`src/hw/rtl/ldd_pkg.sv`:
```
`timescale 1ns / 1ps

package ldd_pkg;

  localparam int NUMBER_WIDTH_DEF = 31;
  localparam int YEAR_OUT_W       = 31;

  localparam logic [YEAR_OUT_W-1:0] YEAR_OUT_MAX = '1;

  // request kinds
  localparam logic OP_CHAR = 1'b0;
  localparam logic OP_EOL  = 1'b1;

  localparam logic [7:0] CHAR_ZERO = 8'h30;
  localparam logic [7:0] CHAR_NINE = 8'h39;

  // result status codes
  localparam logic [1:0] STATUS_VALID   = 2'd0;
  localparam logic [1:0] STATUS_FORMAT  = 2'd1;
  localparam logic [1:0] STATUS_INVALID = 2'd2;

  // days per month, entries past December read as zero (no such month)
  localparam logic [4:0] MONTH_DAYS [0:15] = '{
    5'd0, 5'd31, 5'd28, 5'd31, 5'd30, 5'd31, 5'd30, 5'd31,
    5'd31, 5'd30, 5'd31, 5'd30, 5'd31, 5'd0, 5'd0, 5'd0
  };

  // days in a common year before the first of each month
  localparam logic [8:0] DAYS_BEFORE [0:15] = '{
    9'd0, 9'd0, 9'd31, 9'd59, 9'd90, 9'd120, 9'd151, 9'd181,
    9'd212, 9'd243, 9'd273, 9'd304, 9'd334, 9'd0, 9'd0, 9'd0
  };

  // line summary handed from the scanner to the date checker
  typedef struct packed {
    logic                  emit;
    logic                  full;
    logic [YEAR_OUT_W-1:0] year;
    logic [8:0]            year_mod400;
    logic [3:0]            month;
    logic [5:0]            day;
  } ldd_line_t;

  typedef struct packed {
    logic [1:0]            status;
    logic [YEAR_OUT_W-1:0] year;
    logic [3:0]            month;
    logic [4:0]            day;
    logic [8:0]            ordinal;
  } ldd_result_t;

  // v < 4000: subtract the largest multiple of 400 not above v
  function automatic logic [8:0] mod400_reduce(input logic [11:0] v);
    logic [11:0] r;
    r = v;
    for (int k = 1; k < 10; k++) begin
      if (v >= 12'(k * 400)) begin
        r = v - 12'(k * 400);
      end
    end
    return r[8:0];
  endfunction

  function automatic logic [4:0] month_length(input logic [3:0] m, input logic leap);
    logic [4:0] d;
    d = MONTH_DAYS[m];
    if (m == 4'd2 && leap) begin
      d = 5'd29;
    end
    return d;
  endfunction

endpackage

```
`src/hw/rtl/ldd_if.sv`:
```
`timescale 1ns / 1ps

interface ldd_char_if;
  logic       valid;
  logic       ready;
  logic       op;
  logic [7:0] ch;

  modport source (output valid, output op, output ch, input ready);
  modport sink   (input valid, input op, input ch, output ready);
endinterface

interface ldd_result_if;
  logic        valid;
  logic        ready;
  logic [1:0]  status;
  logic [30:0] year_out;
  logic [3:0]  month_out;
  logic [4:0]  day_out;
  logic [8:0]  ordinal_day;

  modport source (output valid, output status, output year_out, output month_out,
                  output day_out, output ordinal_day, input ready);
  modport sink   (input valid, input status, input year_out, input month_out,
                  input day_out, input ordinal_day, output ready);
endinterface

```
`src/hw/rtl/ldd_scan.sv`:
```
`timescale 1ns / 1ps

module ldd_scan #(
  parameter int NUMBER_WIDTH = ldd_pkg::NUMBER_WIDTH_DEF
) (
  input  logic              clk,
  input  logic              rst,
  input  logic              step,
  input  logic              op,
  input  logic [7:0]        ch,
  output ldd_pkg::ldd_line_t line
);
  import ldd_pkg::*;

  localparam logic [NUMBER_WIDTH-1:0] NUM_MAX = '1;

  logic                    line_nonempty;
  logic                    in_digits;
  logic [1:0]              number_count;
  logic [NUMBER_WIDTH-1:0] accumulator;
  logic [8:0]              accumulator_mod400;
  logic [NUMBER_WIDTH-1:0] year_value;
  logic [8:0]              year_mod400;
  logic [3:0]              month_value;
  logic [5:0]              day_value;

  logic                    is_digit;
  logic [3:0]              dig;
  logic [NUMBER_WIDTH+3:0] acc_times;
  logic                    acc_sat;
  logic [NUMBER_WIDTH-1:0] acc_take;
  logic [11:0]             mod_times;
  logic [8:0]              mod_take;

  logic                    do_finish;
  logic [NUMBER_WIDTH-1:0] fin_year;
  logic [8:0]              fin_ym;
  logic [3:0]              fin_month;
  logic [5:0]              fin_day;
  logic [1:0]              fin_count;
  logic [3:0]              acc_month;
  logic [5:0]              acc_day;

  assign is_digit = (ch >= CHAR_ZERO) && (ch <= CHAR_NINE);
  assign dig      = ch[3:0];  // low nibble of '0'..'9' is the digit

  // acc*10 + digit, checked against the saturation limit
  assign acc_times = {1'b0, accumulator, 3'b000} + {3'b000, accumulator, 1'b0}
                   + {{NUMBER_WIDTH{1'b0}}, dig};
  assign acc_sat   = acc_times > {4'b0000, NUM_MAX};
  assign acc_take  = !in_digits ? {{(NUMBER_WIDTH-4){1'b0}}, dig} :
                     acc_sat    ? NUM_MAX : acc_times[NUMBER_WIDTH-1:0];

  // residue follows the exact digit string
  assign mod_times = {accumulator_mod400, 3'b000} + {2'b00, accumulator_mod400, 1'b0}
                   + {8'h00, dig};
  assign mod_take  = in_digits ? mod400_reduce(mod_times) : {5'b00000, dig};

  assign acc_month = (accumulator > NUMBER_WIDTH'(15)) ? 4'hF : accumulator[3:0];
  assign acc_day   = (accumulator > NUMBER_WIDTH'(63)) ? 6'h3F : accumulator[5:0];

  // a number ends on a separator or at end of line
  assign do_finish = in_digits && ((op == OP_EOL) || !is_digit);

  always_comb begin
    fin_year  = year_value;
    fin_ym    = year_mod400;
    fin_month = month_value;
    fin_day   = day_value;
    fin_count = number_count;
    if (do_finish) begin
      case (number_count)
        2'd0: begin
          fin_year = accumulator;
          fin_ym   = accumulator_mod400;
        end
        2'd1: fin_month = acc_month;
        2'd2: fin_day   = acc_day;
        default: ;
      endcase
      if (number_count != 2'd3) begin
        fin_count = number_count + 2'd1;
      end
    end
  end

  always_ff @(posedge clk) begin
    if (rst || (step && (op == OP_EOL))) begin
      line_nonempty      <= 1'b0;
      in_digits          <= 1'b0;
      number_count       <= 2'd0;
      accumulator        <= '0;
      accumulator_mod400 <= '0;
      year_value         <= '0;
      year_mod400        <= '0;
      month_value        <= '0;
      day_value          <= '0;
    end else if (step) begin
      line_nonempty <= 1'b1;
      if (is_digit) begin
        accumulator        <= acc_take;
        accumulator_mod400 <= mod_take;
        in_digits          <= 1'b1;
      end else begin
        in_digits    <= 1'b0;
        year_value   <= fin_year;
        year_mod400  <= fin_ym;
        month_value  <= fin_month;
        day_value    <= fin_day;
        number_count <= fin_count;
      end
    end
  end

  generate
    if (NUMBER_WIDTH > YEAR_OUT_W) begin : g_year_wide
      assign line.year = (fin_year > {{(NUMBER_WIDTH-YEAR_OUT_W){1'b0}}, YEAR_OUT_MAX}) ?
                         YEAR_OUT_MAX : fin_year[YEAR_OUT_W-1:0];
    end else if (NUMBER_WIDTH == YEAR_OUT_W) begin : g_year_same
      assign line.year = fin_year;
    end else begin : g_year_narrow
      assign line.year = {{(YEAR_OUT_W-NUMBER_WIDTH){1'b0}}, fin_year};
    end
  endgenerate

  assign line.emit        = (op == OP_EOL) && line_nonempty;
  assign line.full        = (fin_count == 2'd3);
  assign line.year_mod400 = fin_ym;
  assign line.month       = fin_month;
  assign line.day         = fin_day;

endmodule

```
`src/hw/rtl/ldd_eval.sv`:
```
`timescale 1ns / 1ps

module ldd_eval (
  input  ldd_pkg::ldd_line_t   line,
  output ldd_pkg::ldd_result_t res
);
  import ldd_pkg::*;

  logic       leap;
  logic [4:0] dim;
  logic       date_ok;
  logic [8:0] ordinal;

  assign leap = (line.year_mod400 == 9'd0) ||
                ((line.year_mod400[1:0] == 2'b00) && (line.year_mod400 != 9'd100) &&
                 (line.year_mod400 != 9'd200) && (line.year_mod400 != 9'd300));

  assign dim     = month_length(line.month, leap);
  assign date_ok = (dim != 5'd0) && (line.day != 6'd0) && (line.day <= {1'b0, dim});
  assign ordinal = DAYS_BEFORE[line.month] + {8'h00, leap && (line.month > 4'd2)}
                 + {3'b000, line.day};

  always_comb begin
    res.year    = line.year;
    res.month   = '0;
    res.day     = '0;
    res.ordinal = '0;
    if (!line.full) begin
      res.status = STATUS_FORMAT;
    end else if (!date_ok) begin
      res.status = STATUS_INVALID;
    end else begin
      res.status  = STATUS_VALID;
      res.month   = line.month;
      res.day     = line.day[4:0];
      res.ordinal = ordinal;
    end
  end

endmodule

```
`src/hw/rtl/loose_date_day_of_year_top.sv`:
```
`timescale 1ns / 1ps

// Loose date scanner with Gregorian day of year.
// line_in carries one request per character (op = 0, byte on ch) or an end of
// line (op = 1). Each run of digits is a number; the first three are year,
// month and day. At end of a nonempty line one result leaves on date_out:
// status (valid, format problem, invalid date), the saturated year, and for a
// valid date month, day and day of year. An empty line gives no result.
// A request taken at line_in waits in the input register and is scanned into the
// result register when that register is free or being drained; a result shows
// on date_out from the result register.
// Throughput: one request per cycle while date_out is not stalled, set by the single
// scan/check stage that sits between the input register and the result register.
// Stall: while a result waits on date_out, one more request is still taken
// into the input register; after that line_in.ready drops until date_out is
// drained.
// Reset (rst, synchronous, active high) empties both registers and clears the
// line state; line_in.ready is high once reset has emptied the input register.
module loose_date_day_of_year_top #(
  parameter int NUMBER_WIDTH = ldd_pkg::NUMBER_WIDTH_DEF
) (
  input logic           clk,
  input logic           rst,
  ldd_char_if.sink      line_in,
  ldd_result_if.source  date_out
);
  import ldd_pkg::*;

  // input register
  logic       s1_valid;
  logic       s1_op;
  logic [7:0] s1_ch;

  // result register
  logic        out_valid;
  ldd_result_t out_res;

  ldd_line_t   line;
  ldd_result_t res;
  logic        advance;
  logic        in_take;

  // the scan stage moves whenever it holds a request and the result register is free or being drained
  assign advance = s1_valid && (!out_valid || date_out.ready);
  assign in_take = line_in.valid && line_in.ready;

  assign line_in.ready = !s1_valid || !out_valid || date_out.ready;

  always_ff @(posedge clk) begin
    if (rst) begin
      s1_valid <= 1'b0;
    end else if (line_in.ready) begin
      s1_valid <= line_in.valid;
    end
  end

  always_ff @(posedge clk) begin
    if (in_take) begin
      s1_op <= line_in.op;
      s1_ch <= line_in.ch;
    end
  end

  // running line state: digits, numbers, year residue
  ldd_scan #(
    .NUMBER_WIDTH(NUMBER_WIDTH)
  ) u_scan (
    .clk  (clk),
    .rst  (rst),
    .step (advance),
    .op   (s1_op),
    .ch   (s1_ch),
    .line (line)
  );

  // month/day range check and ordinal day
  ldd_eval u_eval (
    .line (line),
    .res  (res)
  );

  always_ff @(posedge clk) begin
    if (rst) begin
      out_valid <= 1'b0;
    end else if (advance && line.emit) begin
      out_valid <= 1'b1;
    end else if (date_out.ready) begin
      out_valid <= 1'b0;
    end
  end

  always_ff @(posedge clk) begin
    if (advance && line.emit) begin
      out_res <= res;
    end
  end

  assign date_out.valid       = out_valid;
  assign date_out.status      = out_res.status;
  assign date_out.year_out    = out_res.year;
  assign date_out.month_out   = out_res.month;
  assign date_out.day_out     = out_res.day;
  assign date_out.ordinal_day = out_res.ordinal;

endmodule

```
`src/flat_wrapper.sv`:
```
// flat-port wrapper written by rule: the top's interface ports become plain ports
module loose_date_day_of_year_top_flat import ldd_pkg::*;
#(
  parameter int NUMBER_WIDTH = ldd_pkg::NUMBER_WIDTH_DEF
)
  (clk, rst, line_in_valid, line_in_op, line_in_ch, line_in_ready, date_out_valid, date_out_status, date_out_year_out, date_out_month_out, date_out_day_out, date_out_ordinal_day, date_out_ready);
  ldd_char_if line_in_i ();
  ldd_result_if date_out_i ();
  input logic clk;
  input logic rst;
  input wire logic [$bits(line_in_i.valid)-1:0] line_in_valid;
  input wire logic [$bits(line_in_i.op)-1:0] line_in_op;
  input wire logic [$bits(line_in_i.ch)-1:0] line_in_ch;
  output wire logic [$bits(line_in_i.ready)-1:0] line_in_ready;
  output wire logic [$bits(date_out_i.valid)-1:0] date_out_valid;
  output wire logic [$bits(date_out_i.status)-1:0] date_out_status;
  output wire logic [$bits(date_out_i.year_out)-1:0] date_out_year_out;
  output wire logic [$bits(date_out_i.month_out)-1:0] date_out_month_out;
  output wire logic [$bits(date_out_i.day_out)-1:0] date_out_day_out;
  output wire logic [$bits(date_out_i.ordinal_day)-1:0] date_out_ordinal_day;
  input wire logic [$bits(date_out_i.ready)-1:0] date_out_ready;
  assign line_in_i.valid = line_in_valid;
  assign line_in_i.op = line_in_op;
  assign line_in_i.ch = line_in_ch;
  assign line_in_ready = line_in_i.ready;
  assign date_out_valid = date_out_i.valid;
  assign date_out_status = date_out_i.status;
  assign date_out_year_out = date_out_i.year_out;
  assign date_out_month_out = date_out_i.month_out;
  assign date_out_day_out = date_out_i.day_out;
  assign date_out_ordinal_day = date_out_i.ordinal_day;
  assign date_out_i.ready = date_out_ready;
  loose_date_day_of_year_top #(.NUMBER_WIDTH(NUMBER_WIDTH)) u_core (.clk(clk), .rst(rst), .line_in(line_in_i), .date_out(date_out_i));
endmodule
```
`config.mk`:
```
export PLATFORM = sky130hd
export DESIGN_NAME = loose_date_day_of_year_top_flat
export DESIGN_NICKNAME = d
export VERILOG_FILES = /design/src/hw/rtl/ldd_pkg.sv /design/src/hw/rtl/ldd_if.sv /design/src/hw/rtl/ldd_scan.sv /design/src/hw/rtl/ldd_eval.sv /design/src/hw/rtl/loose_date_day_of_year_top.sv /design/src/flat_wrapper.sv
export SDC_FILE = /design/constraint.sdc
export NUM_CORES = 1
export LEC_CHECK = 0
export ABC_CLOCK_PERIOD_IN_PS = 4600
export BUFFER_PORTS_ARGS = -buffer_cell sky130_fd_sc_hd__buf_2
export CAP_MARGIN = 20
export CORE_ASPECT_RATIO = 0.75
export CORE_UTILIZATION = 55
export CTS_BUF_LIST = sky130_fd_sc_hd__clkbuf_2 sky130_fd_sc_hd__clkbuf_4 sky130_fd_sc_hd__clkbuf_8
export CTS_CLUSTER_SIZE = 16
export DETAILED_ROUTE_END_ITERATION = 8
export GPL_ROUTABILITY_DRIVEN = 1
export MAX_ROUTING_LAYER = met4
export PLACE_DENSITY = 0.73
export SLEW_MARGIN = 10
export SYNTH_ARGS = -nofsm -noshare
export SYNTH_HDL_FRONTEND = slang
export SYNTH_SLANG_ARGS = --single-unit
```
`constraint.sdc`:
```
create_clock -name clk -period 4.6 [get_ports clk]
set_clock_uncertainty 0.2 [all_clocks]
set_input_delay 0.46 -clock clk [delete_from_list [all_inputs] [get_ports clk]]
set_output_delay 0.46 -clock clk [all_outputs]
set_load 0.02 [all_outputs]
```
; Word level (Yosys, flattened, before mapping)
; Memory sizes are Yosys's and may differ from the RTL's.
; Cells that the tools add are included.
[totals]
ram_bits = 0
n_memories = 2
latch_bits = 0
romBits = 224
out_inout_bits = 53
inputBits = 13
regBits = 156
[classes]
eq_ne = 8
n_reduce_logical = 32
multipliers = 0
n_mux = 33
n_lt_le_gt_ge = 17
addsub = 16
shift = 0
div_mod_pow = 0
bitwise_logic = 2
[mem_list]
columns = name, depth, word_bits, read_ports, rd_ports_with_merged_regs, write_ports, line_no
row1 = (no name shown), 16, 9, 1, 0, 0, ldd_eval.sv:20  ; assign ordinal = DAYS_BEFORE[line.month] + {8'h00, leap && (line.month > 4'd2)}
row2 = (no name shown), 16, 5, 1, 0, 0, ldd_pkg.sv:66  ; d = MONTH_DAYS[m];
[op_table]
columns = operator, n
row1 = $mux W9, 14
row2 = $mux W31, 4
row3 = $ge A12 B12 Y1 const B, 4
row4 = $ge A12 B11 Y1 const B, 3
row5 = $sub A9 B9 Y9 const B, 4
row6 = $add A34 B32 Y35, 1
row7 = $add A35 B4 Y35, 1
row8 = $gt A35 B31 Y1 const B, 1
row9 = $gt A31 B4 Y1 const B, 1
row10 = $gt A31 B6 Y1 const B, 1
row11 = $sub A9 B8 Y9 const B, 3
row12 = $mux W6, 3
row13 = $mux W5, 3
row14 = $logic_and A1 B1 Y1, 14
row15 = $add A12 B10 Y12, 1
row16 = $add A12 B4 Y12, 1
row17 = $ge A12 B10 Y1 const B, 1
row18 = $ge A12 B9 Y1 const B, 1
row19 = $mux W4, 3
row20 = $add A9 B1 Y9, 1
row21 = $add A9 B6 Y9, 1
row22 = $logic_not A9 Y1, 1
row23 = $ne A9 B7 Y1 const B, 1
row24 = $ne A9 B8 Y1 const B, 1
row25 = other kinds (24), 39

; Longest topological paths before layout
[depth]
word_depth = 17
depth_mapped = 20
ltp_nobuf = 19

; Modules after synthesis
; From an unflattened synthesis, not the netlist that was laid out.
[hier_totals]
hier_cells = 1248
hier_area_um2 = 11005.6
[by_module_without_submodules]
columns = module, instances, seq_area_each_um2, cells_per_inst, area_per_inst_um2
row1 = ldd_scan, 1, 1881.8, 1010, 7830.0
row2 = loose_date_day_of_year_top, 1, 1841.8, 71, 1904.3
row3 = ldd_eval, 1, 0.0, 167, 1271.2

; Worst setup path after synthesis
; OpenSTA, ideal clock, no wires.
[synth_timing]
kind = reg2reg
from = reg u_core.s1_ch[3]
to = reg u_core.u_scan.accumulator_mod400[8]
path_stages_with_launch = 18
setup_ns = 0.120
required_ns = 4.280
setup_slack_ns = -0.117
arrival_ns = 4.397
synth_period_minus_slack_ns = 4.717
cell_sequence = edfxtp_1 -> fa_1 -> inv_1 -> fa_1 -> nor2b_4 -> o21ai_0 -> nand2b_1 -> xor2_1 -> inv_1 -> ha_1 -> nand2_1 -> a21oi_1 -> o311a_2 -> and3_1 -> o31a_1 -> a311o_1 -> a31oi_1 -> o21ai_1
[synth_via]
elab_chain_len = 12
[synth_lines]
columns = item, line_no
row1 = "start, declared", loose_date_day_of_year_top.sv:32  ; logic [7:0] s1_ch;
row2 = "start signal, assigned", loose_date_day_of_year_top.sv:60  ; s1_ch <= line_in.ch;
row3 = $add A12 B4 Y12, ldd_scan.sv:56  ; + {8'h00, dig};
row4 = $ge A12 B9 Y1 / $sub A9 B9 Y9 (equally long branches), "ldd_pkg.sv:57, ldd_pkg.sv:58"
row5 = $mux W9 (9 in series), ldd_pkg.sv:57  ; if (v >= 12'(k * 400)) begin
row6 = $mux W9, ldd_scan.sv:57  ; assign mod_take = in_digits ? mod400_reduce(mod_times) : {5'b00000, dig};
row7 = "end signal, assigned", ldd_scan.sv:102  ; accumulator_mod400 <= mod_take;
row8 = "end, declared", ldd_scan.sv:21  ; logic [8:0] accumulator_mod400;
; Parallel ways exist; a longest one is shown, timed or not.
; A chain may end at the register's enable or synchronous reset.

==> results.sh <==
export IMPL_r2r_end="u_core.date_out.month_out[0]$_SDFFCE_PN0P_"
export IMPL_clockRootBuffer="clkbuf_8"
export IMPL_cp_slowest_cell="nor4_4"
export IMPL_synth_edf_count=60
export IMPL_antenna_found_initial=0
export IMPL_cpPeakStageDelay_ns=0.43
export IMPL_gp_congestion=0.987
export IMPL_start_kind="flip-flop"
export IMPL_synthAdderAreaFrac_pct=14.2
export IMPL_setup_viol_count_final=0
export IMPL_cts_htree_levels=4
export IMPL_drv_cap=0
export IMPL_core_area_mm2=0.0185
export IMPL_grt_usage_pct=27.5
export IMPL_p_seq_share_pct=53.7
export IMPL_first_pass_iters=5
export IMPL_yosys_most_used_dff="dfxtp_1"
export IMPL_worstRegToRegCells=19
export IMPL_p_per_area_mw_per_mm2=224
export IMPL_grt_pass1_wl_um=41300
export IMPL_diodes=0
export IMPL_critPathTopFamily="simple AND/OR/NAND/NOR gates"
export IMPL_fmax_ghz=0.227
export IMPL_syn2layout_area_growth_pct=16.1
export IMPL_filler_cell_count=1551
export IMPL_synth_seq_cells=156
export IMPL_tightest_slew_ns=0.744
export IMPL_ys_seq_area_share_pct=35.9
export IMPL_final_nets=1378
export IMPL_synth_top_cells_by_area="dfxtp_1 19%, edfxtp_1 17%, ha_1 13%"
export IMPL_dieHeight_um=121
export IMPL_clockBufferDepth=2
export IMPL_cts_buffers=17
export IMPL_switchingPower_mw=0.662
export IMPL_critPathArrivalTime_ns=4.51
export IMPL_drv_slew=0
export IMPL_io_pins=66
export IMPL_drt_iter0_drc=791
export IMPL_hpwl_um=19200
export IMPL_synth_cell_types=92
export IMPL_floorplan_initialDensity_pct=56.1
export IMPL_fp_dieW_um=161
export IMPL_path_buf_inv=4
export IMPL_cpMostUsedCell="buf_4"
export IMPL_vdd_ir_drop_max_mv=0.263
export IMPL_end_kind="flip-flop"
export IMPL_die_area_mm2=0.0194
export IMPL_row_count=43
export IMPL_io_buffer_count=65
export IMPL_hold_ws_ns=0.0372
export IMPL_netlist_area_leader_share_pct=18.5
export IMPL_synth_top_family_by_area="compound AO/OA/AOI/OAI gates"
export IMPL_clkPwrFrac_pct=42.3
export IMPL_wl_um=26100
export IMPL_viasPerCell=5.93
export IMPL_syn_area_per_cell_um2=9.18
export IMPL_total_leakage_power_nw=5.15
export IMPL_syn_area_mm2=0.0104
export IMPL_synth_warnings=0
export IMPL_period_share_pct=95.9
export IMPL_finalPower_mw=2.69
export IMPL_synth_compound_area_share_pct=22.3
export IMPL_path_cells="nor4_2, buf_4, nand4_1, nor4_4, buf_4, a31o_4, inv_1, ha_4, nand3_1, o311ai_0, ha_1, nor2b_1, o21ai_1, nor4_1, a211o_1, a31oi_4, nand3_2, buf_12, nor2_1"
export IMPL_yosys_area_share_simple_pct=15.5
export IMPL_final_cell_mix="161 x nand2_1, 114 x a21oi_1, 106 x ha_1"
export IMPL_synth_xor_area_share_pct=4.59
export IMPL_syn_inst=1131
export IMPL_grt_pass1_vias=7979
export IMPL_cp_required_ns=4.70
export IMPL_fin_crit_ns=4.41
export IMPL_cp_max_fo=18
export IMPL_wl_per_cell_um=17.3
export IMPL_final_antenna_net_count=0
export IMPL_power_frac_comb_pct=4.0
export IMPL_synth_async_reset_ratio_pct=0
export IMPL_grt_overflow=0
export IMPL_synth_nets=1258
export IMPL_r2r_slack_ns=0.19
export IMPL_relSlewSlack_pct=50.1
export IMPL_hp_start="line_in_valid"
export IMPL_grt_max_degree=52
export IMPL_hold_viol=0
export IMPL_cts_tree="done"
export IMPL_finalCoreUtilization_pct=65.1
export IMPL_routed_via_count=8964
export IMPL_clock_sinks=156
export IMPL_hold_path_depth=3
export IMPL_drive_gt1_share_pct=21.0
export IMPL_insertion_delay_ns=0.46
export IMPL_path_class="reg -> reg"
export IMPL_dp_cells=1465
export IMPL_rr_startpoint="u_core.u_scan.accumulator[25]$_SDFFE_PP0P_"
export IMPL_clkTransAtPathRegs_ns=0.10
export IMPL_yosysTopAreaCell="dfxtp_1"
export IMPL_drc=0
export IMPL_hold_path_end="u_core.s1_valid$_SDFFE_PP0N_"
export IMPL_muxShareOfSynthArea_pct=3.97
export IMPL_swShare_pct=24.6
export IMPL_status="finished, final reports clean"
export IMPL_layout_commonest_cell="nand2_1"
export IMPL_p_int_mw=2.03
export IMPL_finalNonFillerCells=1511
export IMPL_hp_class="in -> reg"
-- cell usage after synthesis, types with 11 or more instances --
library cell	count
inv_1	43
nor2_1	84
a31oi_1	14
xor2_1	11
mux2_2	32
xnor2_1	36
clkbuf_1	30
o211ai_1	11
o21ai_0	38
a221o_1	20
edfxtp_1	60
ha_1	108
nand2_1	161
a211oi_1	12
a21oi_1	118
nor3_1	11
a21o_1	29
dfxtp_1	96
nand3_1	18
-- registers in the layout, indices dropped and copies added, names as in the netlist, 4 cells and up --
name and flops:
u_core.u_scan.year_mod400 9, u_core.u_scan.day_value 6, u_core.u_scan.accumulator 31, u_core.s1_ch 8
u_core.date_out.month_out 4, u_core.u_scan.month_value 4, u_core.date_out.ordinal_day 9, u_core.u_scan.accumulator_mod400 9
u_core.u_scan.year_value 31, u_core.date_out.year_out 31, u_core.date_out.day_out 5
-- routing by layer --
layer	track usage, %	share of wire, %
met2	38.4	42
met3	5.54	7.2
met5	-	0
met4	5.54	0.93
met1	40.7	50
-- cell type report --
| class | count | area, µm² | share of cell area (%) |
|---|---|---|---|
| Clock buffer | 17 | 234 | 1.94 |
| Timing Repair Buffer | 147 | 1000 | 8.33 |
| Clock inverter | 15 | 200 | 1.66 |
| Inverter | 45 | 170 | 1.41 |
| Tap cell | 247 | 309 | 2.57 |
| Multi-Input combinational cell | 884 | 6400 | 53.2 |
| Sequential cell | 156 | 3720 | 30.9 |
-- power groups by stage --
| stage | Sequential (mW) | Clock [mW] | Combinational [mW] |
|---|---|---|---|
| global route | 1.45 | 1.21 | 0.118 |
| CTS | 1.45 | 1.15 | 0.107 |
| detailed placement | 1.48 | 0 | 0.100 |
| global placement | 1.48 | 0 | 0.100 |
| finish | 1.45 | 1.14 | 0.109 |
| floorplan | 1.48 | 0 | 0.0588 |
-- worst register-to-register path, cell delays in order (launching register included) --
cell and delay, ns:
dfxtp_1 0.33, nor4_2 0.30, buf_4 0.16, nand4_1 0.18, nor4_4 0.43, buf_4 0.21, a31o_4 0.21, inv_1 0.10
ha_4 0.18, nand3_1 0.16, o311ai_0 0.19, ha_1 0.32, nor2b_1 0.13, o21ai_1 0.17, nor4_1 0.07, a211o_1 0.31
a31oi_4 0.19, nand3_2 0.11, buf_12 0.18, nor2_1 0.13
-- stage by stage --
stage	instance area [µm²]	TNS, ns	setup WS (ns)
floorplan	10400	0	0.0684
global placement	11400	0	0.232
detailed placement	11400	0	0.235
CTS	11900	0	0.135
global route	12000	-0.0345	-0.0234
finish	12000	0	0.191
-- cell families after synthesis --
group / Yosys count
fa+ha+maj: 114
buf+inv: 91
compound gates: 333
xor+xnor: 51
flops: 156
mux: 37
simple gates: 349
-- worst max-delay path by stage --
stage | slack (ns) | startpoint | depth (start not counted) | end
2_1_floorplan | 0.07 | u_core.s1_ch[3]$_DFFE_PP_ | 17 | u_core.u_scan.accumulator_mod400[6]$_SDFFE_PP0P_
3_3_place_gp | 0.23 | u_core.u_scan.accumulator[19]$_SDFFE_PP0P_ | 19 | u_core.date_out.month_out[0]$_SDFFCE_PN0P_
3_5_place_dp | 0.23 | u_core.u_scan.accumulator[19]$_SDFFE_PP0P_ | 18 | u_core.date_out.ordinal_day[8]$_SDFFCE_PN0P_
4_1_cts | 0.13 | u_core.u_scan.accumulator[19]$_SDFFE_PP0P_ | 19 | u_core.date_out.month_out[0]$_SDFFCE_PN0P_
5_1_grt | -0.02 | u_core.s1_ch[3]$_DFFE_PP_ | 19 | u_core.u_scan.accumulator_mod400[6]$_SDFFE_PP0P_
6_report | 0.19 | u_core.u_scan.accumulator[25]$_SDFFE_PP0P_ | 19 | u_core.date_out.month_out[0]$_SDFFCE_PN0P_
-- what timing repair did --
action | CTS | global route
hold buffers | 10 | 0
setup buffers | 0 | 3
setup endpoints to repair | 0 | 21
resized for setup | 0 | 21
endpoints found under the hold margin | 11 | 0
No activity file was read; power rests on OpenSTA's default activity.
